### src/rtl/hcb_pkg.sv
// Shared types, constants and codes of the Huffman code builder.
package hcb_pkg;

  localparam int MAX_SYMBOLS_DEF = 32;
  localparam int WEIGHT_W        = 16;
  localparam int IDX_W           = 5;
  localparam int LEN_W           = 5;
  localparam int CODE_W          = 62;
  localparam int RADIX_W         = 2;
  localparam int DIGIT_W         = 2;

  localparam logic [RADIX_W-1:0] RADIX_TERNARY = 2'd3;
  localparam logic [RADIX_W-1:0] RADIX_RESET   = 2'd2;
  localparam logic [LEN_W-1:0]   LEN_MAX       = 5'd31;
  localparam logic [LEN_W-1:0]   LEN_LONE      = 5'd1;
  localparam logic [1:0]         GROUP_BIN     = 2'd2;
  localparam logic [1:0]         GROUP_TER     = 2'd3;

  typedef enum logic [1:0] {
    CMD_HOLD,
    CMD_INSERT,
    CMD_POP,
    CMD_CLEAR
  } cell_cmd_t;

  typedef enum logic [3:0] {
    S_LOAD,
    S_PAD,
    S_SNAP,
    S_MERGE,
    S_PUSH,
    S_ROOT,
    S_NEXT,
    S_WALK,
    S_STEP,
    S_OUT,
    S_HOLD
  } state_t;

  typedef struct packed {
    logic [WEIGHT_W-1:0] weight;
    logic                last_symbol;
  } in_t;

  typedef struct packed {
    logic [IDX_W-1:0]  symbol_index;
    logic [LEN_W-1:0]  code_length;
    logic [CODE_W-1:0] codeword;
    logic              overflow;
    logic              last_result;
  } out_t;

endpackage

### src/rtl/huffman_code_builder_core.sv
// Top level of the Huffman code builder: load, tree build and code emission.
//
// Usage:
//   in channel (in_valid/in_ready/in_data) takes one symbol weight per cycle
//   while loading; an item with last_symbol set closes the set. Symbols past
//   MAX_SYMBOLS are dropped and flagged in the overflow field of the results.
//   cfg channel (cfg_valid/cfg_ready/cfg_data) writes radix: 3 selects
//   ternary digits, anything else binary. Write it only between sets.
//   out channel (out_valid/out_ready/out_data) returns one result per loaded
//   symbol, largest weight first, ties by load order; last_result marks the
//   final one, after which in_ready rises again for the next set.
// Operation:
//   Each weight is sorted into a chain of cells as it arrives. The build
//   merges group nodes at a time, group being 2 or 3. Each result is built
//   one code digit at a time, as the walk reads one parent link per RAM read.
//   A stalled receiver holds the result register and the whole walk; no
//   input is taken until the last result of a set is transferred.
// Reset: synchronous; clears the chain, the symbol count, the overflow flag and radix (back to 2).
module huffman_code_builder_core #(
  parameter int MAX_SYMBOLS = hcb_pkg::MAX_SYMBOLS_DEF
) (
  input  logic                         clk,
  input  logic                         rst,
  input  logic                         in_valid,
  output logic                         in_ready,
  input  hcb_pkg::in_t                 in_data,
  output logic                         out_valid,
  input  logic                         out_ready,
  output hcb_pkg::out_t                out_data,
  input  logic                         cfg_valid,
  output logic                         cfg_ready,
  input  logic [hcb_pkg::RADIX_W-1:0]  cfg_data
);

  import hcb_pkg::*;

  localparam int CELLS      = MAX_SYMBOLS + 1;
  localparam int POS_W      = $clog2(MAX_SYMBOLS);
  localparam int CNT_W      = $clog2(MAX_SYMBOLS + 2);
  localparam int NODE_DEPTH = 2 * MAX_SYMBOLS;
  localparam int ID_W       = $clog2(NODE_DEPTH);
  localparam int W_W        = WEIGHT_W + $clog2(MAX_SYMBOLS);

  state_t state, state_next;

  logic [RADIX_W-1:0] radix;
  logic [CNT_W-1:0]   count;
  logic               ovf;
  logic [CNT_W-1:0]   leaves;
  logic [CNT_W-1:0]   cnt;
  logic [ID_W-1:0]    nxt;
  logic [1:0]         k;
  logic [W_W-1:0]     sum;
  logic [ID_W-1:0]    root;
  logic [POS_W-1:0]   epos;
  logic [CNT_W-1:0]   em;
  logic [ID_W-1:0]    nd;
  logic [LEN_W-1:0]   len;
  logic [CODE_W-1:0]  code;
  logic [ID_W-1:0]    emit_id [MAX_SYMBOLS];

  logic [CELLS-1:0]   cell_valid;
  logic [CELLS-1:0]   cell_lt;
  logic [W_W-1:0]     cell_w  [CELLS];
  logic [ID_W-1:0]    cell_id [CELLS];

  cell_cmd_t          cmd;
  logic [W_W-1:0]     new_w;
  logic [ID_W-1:0]    new_id;

  logic               ternary;
  logic [1:0]         group;
  logic               accept;
  logic               room;
  logic               pad;
  logic               walk_done;
  logic               last_emit;
  logic               ram_we;
  logic               ram_re;
  logic [ID_W+1:0]    ram_rdata;
  logic [DIGIT_W-1:0] digit;
  logic [ID_W-1:0]    parent;
  logic [5:0]         shift;

  assign ternary   = (radix == RADIX_TERNARY);
  assign group     = ternary ? GROUP_TER : GROUP_BIN;
  assign in_ready  = (state == S_LOAD);
  assign cfg_ready = 1'b1;
  assign accept    = in_valid && in_ready;
  assign room      = (count < CNT_W'(MAX_SYMBOLS));
  assign pad       = ternary && !count[0];
  assign walk_done = (nd == root) || (len == LEN_MAX);
  assign last_emit = (em == count - CNT_W'(1));
  assign ram_we    = (state == S_MERGE);
  assign ram_re    = (state == S_WALK) && !walk_done;
  assign digit     = ram_rdata[DIGIT_W-1:0];
  assign parent    = ram_rdata[ID_W+1:2];
  assign shift     = ternary ? {len, 1'b0} : {1'b0, len};

  for (genvar j = 0; j < CELLS; j++) begin : g_cell
    logic            lo_valid, lo_lt, up_valid;
    logic [W_W-1:0]  lo_w, up_w;
    logic [ID_W-1:0] lo_id, up_id;
    if (j == 0) begin : g_bot
      assign lo_valid = 1'b0;
      assign lo_lt    = 1'b1;
      assign lo_w     = '0;
      assign lo_id    = '0;
    end else begin : g_mid
      assign lo_valid = cell_valid[j-1];
      assign lo_lt    = cell_lt[j-1];
      assign lo_w     = cell_w[j-1];
      assign lo_id    = cell_id[j-1];
    end
    if (j == CELLS - 1) begin : g_top
      assign up_valid = 1'b0;
      assign up_w     = '0;
      assign up_id    = '0;
    end else begin : g_low
      assign up_valid = cell_valid[j+1];
      assign up_w     = cell_w[j+1];
      assign up_id    = cell_id[j+1];
    end
    hcb_cell #(.W_W(W_W), .ID_W(ID_W)) u_cell (
      .clk         (clk),
      .rst         (rst),
      .cmd         (cmd),
      .new_weight  (new_w),
      .new_id      (new_id),
      .lower_valid (lo_valid),
      .lower_weight(lo_w),
      .lower_id    (lo_id),
      .lower_lt    (lo_lt),
      .upper_valid (up_valid),
      .upper_weight(up_w),
      .upper_id    (up_id),
      .valid       (cell_valid[j]),
      .weight      (cell_w[j]),
      .id          (cell_id[j]),
      .lt          (cell_lt[j])
    );
  end

  hcb_ram #(.WIDTH(ID_W + 2), .DEPTH(NODE_DEPTH)) u_link_ram (
    .clk    (clk),
    .wr_en  (ram_we),
    .wr_addr(cell_id[0]),
    .wr_data({nxt, k}),
    .rd_en  (ram_re),
    .rd_addr(nd),
    .rd_data(ram_rdata)
  );

  always_ff @(posedge clk) begin
    if (rst) begin
      state <= S_LOAD;
    end else begin
      state <= state_next;
    end
  end

  always_comb begin
    state_next = state;
    cmd        = CMD_HOLD;
    new_w      = '0;
    new_id     = '0;
    unique case (state)
      S_LOAD: begin
        if (accept) begin
          if (room) begin
            cmd    = CMD_INSERT;
            new_w  = W_W'(in_data.weight);
            new_id = ID_W'(count);
          end
          if (in_data.last_symbol) begin
            state_next = S_PAD;
          end
        end
      end
      S_PAD: begin
        if (pad) begin
          cmd    = CMD_INSERT;
          new_id = ID_W'(count);
        end
        state_next = S_SNAP;
      end
      S_SNAP: begin
        state_next = (leaves >= CNT_W'(group)) ? S_MERGE : S_ROOT;
      end
      S_MERGE: begin
        cmd = CMD_POP;
        if (k == group - 2'd1) begin
          state_next = S_PUSH;
        end
      end
      S_PUSH: begin
        cmd        = CMD_INSERT;
        new_w      = sum;
        new_id     = nxt;
        state_next = (cnt + CNT_W'(1) >= CNT_W'(group)) ? S_MERGE : S_ROOT;
      end
      S_ROOT: begin
        state_next = S_NEXT;
      end
      S_NEXT: begin
        state_next = (count == CNT_W'(1)) ? S_OUT : S_WALK;
      end
      S_WALK: begin
        state_next = walk_done ? S_OUT : S_STEP;
      end
      S_STEP: begin
        state_next = S_WALK;
      end
      S_OUT: begin
        state_next = S_HOLD;
      end
      S_HOLD: begin
        if (out_ready) begin
          if (last_emit) begin
            cmd        = CMD_CLEAR;
            state_next = S_LOAD;
          end else begin
            state_next = S_NEXT;
          end
        end
      end
      default: begin
        state_next = S_LOAD;
      end
    endcase
  end

  always_ff @(posedge clk) begin
    if (rst) begin
      radix     <= RADIX_RESET;
      count     <= '0;
      ovf       <= 1'b0;
      out_valid <= 1'b0;
    end else begin
      if (cfg_valid && cfg_ready) begin
        radix <= cfg_data;
      end
      case (state)
        S_LOAD: begin
          if (accept) begin
            if (room) begin
              count <= count + CNT_W'(1);
            end else begin
              ovf <= 1'b1;
            end
          end
        end
        S_PAD: begin
          leaves <= pad ? count + CNT_W'(1) : count;
        end
        S_SNAP: begin
          for (int j = 0; j < MAX_SYMBOLS; j++) begin
            emit_id[j] <= pad ? cell_id[j+1] : cell_id[j];
          end
          cnt  <= leaves;
          nxt  <= ID_W'(leaves);
          k    <= '0;
          sum  <= '0;
          epos <= POS_W'(count - CNT_W'(1));
          em   <= '0;
        end
        S_MERGE: begin
          sum <= sum + cell_w[0];
          k   <= k + 2'd1;
          cnt <= cnt - CNT_W'(1);
        end
        S_PUSH: begin
          nxt <= nxt + ID_W'(1);
          cnt <= cnt + CNT_W'(1);
          k   <= '0;
          sum <= '0;
        end
        S_ROOT: begin
          root <= cell_id[0];
        end
        S_NEXT: begin
          nd   <= emit_id[epos];
          code <= '0;
          len  <= (count == CNT_W'(1)) ? LEN_LONE : '0;
        end
        S_STEP: begin
          code <= code | (CODE_W'(digit) << shift);
          len  <= len + LEN_W'(1);
          nd   <= parent;
        end
        S_OUT: begin
          out_valid             <= 1'b1;
          out_data.symbol_index <= IDX_W'(emit_id[epos]);
          out_data.code_length  <= len;
          out_data.codeword     <= code;
          out_data.overflow     <= ovf;
          out_data.last_result  <= last_emit;
        end
        S_HOLD: begin
          if (out_ready) begin
            out_valid <= 1'b0;
            if (last_emit) begin
              count <= '0;
              ovf   <= 1'b0;
            end else begin
              em   <= em + CNT_W'(1);
              epos <= epos - POS_W'(1);
            end
          end
        end
        default: begin
        end
      endcase
    end
  end

  a_len_nonzero: assert property (@(posedge clk) disable iff (rst)
    out_valid |-> (out_data.code_length != '0))
    else $error("result with zero code length");

  a_chain_packed: assert property (@(posedge clk) disable iff (rst)
    (CELLS'(cell_valid + CELLS'(1)) & cell_valid) == '0)
    else $error("cell chain has a gap");

  a_reopen: assert property (@(posedge clk) disable iff (rst)
    (out_valid && out_ready && out_data.last_result) |=> in_ready)
    else $error("input not reopened after last result");

  a_merge_nonempty: assert property (@(posedge clk) disable iff (rst)
    (state == S_MERGE) |-> cell_valid[0])
    else $error("merge pops an empty chain");

endmodule

### src/rtl/hcb_ram.sv
// Generic single-write, single-read RAM with registered read data.
module hcb_ram #(
  parameter int WIDTH = 8,
  parameter int DEPTH = 64
) (
  input  logic                     clk,
  input  logic                     wr_en,
  input  logic [$clog2(DEPTH)-1:0] wr_addr,
  input  logic [WIDTH-1:0]         wr_data,
  input  logic                     rd_en,
  input  logic [$clog2(DEPTH)-1:0] rd_addr,
  output logic [WIDTH-1:0]         rd_data
);

  logic [WIDTH-1:0] mem [DEPTH];

  always_ff @(posedge clk) begin
    if (wr_en) begin
      mem[wr_addr] <= wr_data;
    end
    if (rd_en) begin
      rd_data <= mem[rd_addr];
    end
  end

endmodule

### src/rtl/hcb_cell.sv
// One cell of the ascending sorted node chain: holds a node weight and id.
module hcb_cell #(
  parameter int W_W  = 21,
  parameter int ID_W = 6
) (
  input  logic              clk,
  input  logic              rst,
  input  hcb_pkg::cell_cmd_t cmd,
  input  logic [W_W-1:0]    new_weight,
  input  logic [ID_W-1:0]   new_id,
  input  logic              lower_valid,
  input  logic [W_W-1:0]    lower_weight,
  input  logic [ID_W-1:0]   lower_id,
  input  logic              lower_lt,
  input  logic              upper_valid,
  input  logic [W_W-1:0]    upper_weight,
  input  logic [ID_W-1:0]   upper_id,
  output logic              valid,
  output logic [W_W-1:0]    weight,
  output logic [ID_W-1:0]   id,
  output logic              lt
);

  import hcb_pkg::*;

  assign lt = valid && (weight < new_weight);

  always_ff @(posedge clk) begin
    if (rst) begin
      valid <= 1'b0;
    end else begin
      case (cmd)
        CMD_CLEAR: begin
          valid <= 1'b0;
        end
        CMD_POP: begin
          valid  <= upper_valid;
          weight <= upper_weight;
          id     <= upper_id;
        end
        CMD_INSERT: begin
          if (!lt) begin
            if (lower_lt) begin
              valid  <= 1'b1;
              weight <= new_weight;
              id     <= new_id;
            end else begin
              valid  <= lower_valid;
              weight <= lower_weight;
              id     <= lower_id;
            end
          end
        end
        default: begin
        end
      endcase
    end
  end

endmodule
### config.mk
export PLATFORM = sky130hd
export DESIGN_NAME = huffman_code_builder_core
export DESIGN_NICKNAME = d
export VERILOG_FILES = /design/src/rtl/hcb_pkg.sv /design/src/rtl/huffman_code_builder_core.sv /design/src/rtl/hcb_ram.sv /design/src/rtl/hcb_cell.sv
export SDC_FILE = /design/constraint.sdc
export NUM_CORES = 2
export LEC_CHECK = 0
export BUFFER_PORTS_ARGS = -buffer_cell sky130_fd_sc_hd__buf_4
export CAP_MARGIN = 20
export CORE_MARGIN = 5
export CORE_UTILIZATION = 69
export DETAILED_ROUTE_END_ITERATION = 10
export PLACE_DENSITY = 0.89
export SLEW_MARGIN = 20
export SYNTH_ARGS = -nofsm -noshare
export SYNTH_HDL_FRONTEND = slang
export SYNTH_HIERARCHICAL = 1
export SYNTH_SLANG_ARGS = --single-unit
### constraint.sdc
create_clock -name clk -period 31.6 [get_ports clk]
set_input_delay 3.16 -clock clk [delete_from_list [all_inputs] [get_ports clk]]
set_output_delay 3.16 -clock clk [all_outputs]
set_load 0.005 [all_outputs]
==> flow_metrics.env <==
export IMPL_hpwl_um=207300
export IMPL_crit_required_ns=32.19
export IMPL_grt_first_pass_wirelength_um=480800
export IMPL_power_frac_clock_pct=23.3
export IMPL_cts_buffers=185
export IMPL_synth_seq_cells=1860
export IMPL_synth_top_flop_cell="edfxtp_1"
export IMPL_hold_end="out_data[14]"
export IMPL_fin_crit_ns=7.659
export IMPL_fmax_mhz=130.6
export IMPL_clk_latency_ns=0.89
export IMPL_rows=144
export IMPL_path_max_fanout=29
export IMPL_critPathCaptureType="register"
export IMPL_switching_share_pct=39.12
export IMPL_seq_area_frac_synth_pct=52.11
export IMPL_cts_buffer_depth=3
export IMPL_ys_warn_count=6
export IMPL_final_common_cell="edfxtp_1"
export IMPL_fillers=8909
export IMPL_synthCells=9461
export IMPL_finClkSkew_ns=0.04924
export IMPL_cts_resized=0
export IMPL_syn_area_mm2=0.1062
export IMPL_critPathMostFrequentCell="buf_4"
export IMPL_p_leak_nw=39.52
export IMPL_start_util_pct=69.17
export IMPL_drtIter0Drc=12270
export IMPL_post_cts_buffers=0
export IMPL_fp_dieArea_mm2=0.1618
export IMPL_p_sw_mw=3.780
export IMPL_cp_cell_sequence="buf_4 > nand2_1 > nor2_1 > buf_4 > a22oi_1 > nor2_4 > buf_4 > buf_4 > inv_1 > ha_1 > a21oi_1 > o21ai_0 > a22o_1 > a311oi_4 > buf_4 > a21oi_2 > buf_4"
export IMPL_seqPwrFrac_pct=42.0
export IMPL_drt_wl_total_um=320400
export IMPL_fin_hold_ws_ns=0.4491
export IMPL_num_vias=81890
export IMPL_ir_drop_mv=0.1024
export IMPL_min_path_type="register to register"
export IMPL_slowest_stage="a311oi_4"
export IMPL_firstDrtPassIters=9
export IMPL_r2r_start="state[0]"
export IMPL_startpoint="in_valid"
export IMPL_grt_max_degree=193
export IMPL_synth_area_leaders="edfxtp_1 (51%), ha_1 (9.3%), mux2i_1 (8.7%)"
export IMPL_worst_r2r_path_depth=17
export IMPL_rsz0062_at_grt="false"
export IMPL_yosysTopAreaCell="edfxtp_1"
export IMPL_grt_usage_pct=38.56
export IMPL_synth_avg_cell_area_um2=11.22
export IMPL_synth_top_cell_area_share_pct=51.13
export IMPL_via_per_inst=6.997
export IMPL_ios=101
export IMPL_final_util_pct=75.40
export IMPL_power_density_mw_per_mm2=83.49
export IMPL_setup_tns_final_ns=0
export IMPL_cts_tree="built"
export IMPL_hp_start="code[12]"
export IMPL_critPathMaxStageDelay_ns=0.85
export IMPL_drive_gt1_share_pct=9.642
export IMPL_crit_type="input port to register"
export IMPL_die_x_um=402.3
export IMPL_cts_sinks=1860
export IMPL_worst_ep_arrival_time_ns=8.25
export IMPL_place_gp_congestion=0.9845
export IMPL_synth_edf_count=1808
export IMPL_cap_violations=0
export IMPL_ant_nets=0
export IMPL_grt_overflow_total=0
export IMPL_htreeDepth=4
export IMPL_mostFrequentLayoutCells="edfxtp_1 (1808), a21oi_1 (1281), nor2_1 (1118)"
export IMPL_maxSlewHeadroom_pct=22.70
export IMPL_power_frac_comb_pct=34.7
export IMPL_r2r_end="g_cell[26].u_cell/weight[0]"
export IMPL_maxSlewViolCount=0
export IMPL_status="finished, final reports clean"
export IMPL_post_drt_wl_per_cell_um=27.38
export IMPL_place_port_buffers=99
export IMPL_synth_cell_type_count=93
export IMPL_p_int_mw=5.883
export IMPL_cts_reportedPaths_clkPinSlew_ns=0.07
export IMPL_fin_crit_sh_pct=24.24
export IMPL_die_h_um=402.3
export IMPL_drcViolationCount=0
export IMPL_hold_viol=0
export IMPL_startpoint_type="input port"
export IMPL_core_mm2=0.1535
export IMPL_final_nets=10310
export IMPL_async_flop_share_pct=0
export IMPL_clockRootBuffer="clkbuf_16"
export IMPL_antenna_found_initial=7
export IMPL_tightest_slew_ns=1.155
export IMPL_hold_buffers=0
export IMPL_finalSetupViolations=0
export IMPL_first_global_vias=80500
export IMPL_areaGrowthSynthToFinish_pct=8.999
export IMPL_whs_path_depth=0
export IMPL_worst_r2r_setup_slack_ns=25.28
[cell usage after synthesis, drive strengths merged (24+ instances only)]
master      n
a211oi     38
a21o       45
a21oi    1316
a22o       46
a22oi      24
a311o      33
a311oi     37
a31oi      33
buf       172
clkbuf    286
dfxtp      52
edfxtp   1808
ha        791
inv       782
mux2       57
mux2i     928
mux4      171
nand2     877
nand2b     79
nand3      42
nand4      71
nor2     1137
nor2b      52
nor3       87
nor4       42
o2111ai    35
o211ai     37
o21ai     173
xnor2      24
[worst max-delay path, delay by kind of cell]
| family | cells | cell delay [ns] |
|---|---|---|
| adder cells (fa/ha/maj) | 1 | 0.31 |
| AO/OA/AOI/OAI | 6 | 1.71 |
| buffers and inverters | 7 | 2.22 |
| AND/OR/NAND/NOR | 3 | 0.73 |
[cell families after synthesis]
kind of cell / share of synthesized area (%)
flip-flops: 52.11
adder cells (fa/ha/maj): 9.339
XOR/XNOR: 0.3782
other: 0.007073
buffers and inverters: 4.690
AND/OR/NAND/NOR: 9.852
AO/OA/AOI/OAI: 10.45
multiplexers: 13.18
[how the worst max path moves through the flow]
stage	end	slack, ns
2_1_floorplan	register	19.00
3_3_place_gp	g_cell[26].u_cell/weight[0]	23.39
3_5_place_dp	g_cell[26].u_cell/weight[1]	23.32
4_1_cts	g_cell[26].u_cell/weight[4]	24.19
5_1_grt	g_cell[26].u_cell/weight[7]	23.78
6_report	g_cell[26].u_cell/weight[0]	23.94
[sequential cells by signal (all words and copies together) (netlist names), 8 cells and up, named ones only]
name                  cells
code                     62
emit_id                 192
g_cell.u_cell/id        198
g_cell.u_cell/valid      33
g_cell.u_cell/weight    693
out_data                 74
sum                      21
u_link_ram/mem          512
u_link_ram/rd_data        8
[area by class of cell]
cell class	count	area, um2	share of cell area [%]
antenna	4	10.01	0.008648
clock buffer	225	4852	4.192
clock inverter	120	1232	1.065
inverter	783	2939	2.539
multi-input combinational	6416	46870	40.50
sequential	1860	55340	47.81
tap	2044	2557	2.210
timing repair buffer	252	1937	1.673
[power by group through the flow]
stage | Combinational (mW) | Clock (mW) | Sequential (mW)
2_1_floorplan | 2.34 | 0 | 3.81
3_3_place_gp | 2.95 | 0 | 4.04
3_5_place_dp | 3.19 | 0 | 4.05
4_1_cts | 3.24 | 2.25 | 4.01
5_1_grt | 3.67 | 2.36 | 4.07
6_report | 3.35 | 2.25 | 4.06
[layer usage]
metal | GRT usage (%) | routed length [um] | vias to the layer above
li1 | - | - | 34570
met1 | 48.03 | 106800 | 38600
met2 | 60.92 | 145800 | 6989
met3 | 10.46 | 43550 | 1719
met4 | 22.82 | 24230 | 6
met5 | 0 | 42 | -
[stage by stage]
step	instance area (um2)	worst slack [ns]	instances	power, mW
finish	115700	23.94	11700	9.663
global route	115700	23.78	11700	10.10
detailed placement	109600	23.32	11350	7.240
CTS	115700	24.19	11700	9.505
global placement	109600	23.39	11350	6.994
floorplan	106400	19.00	9517	6.149
Power figures use the tool's default switching activity.
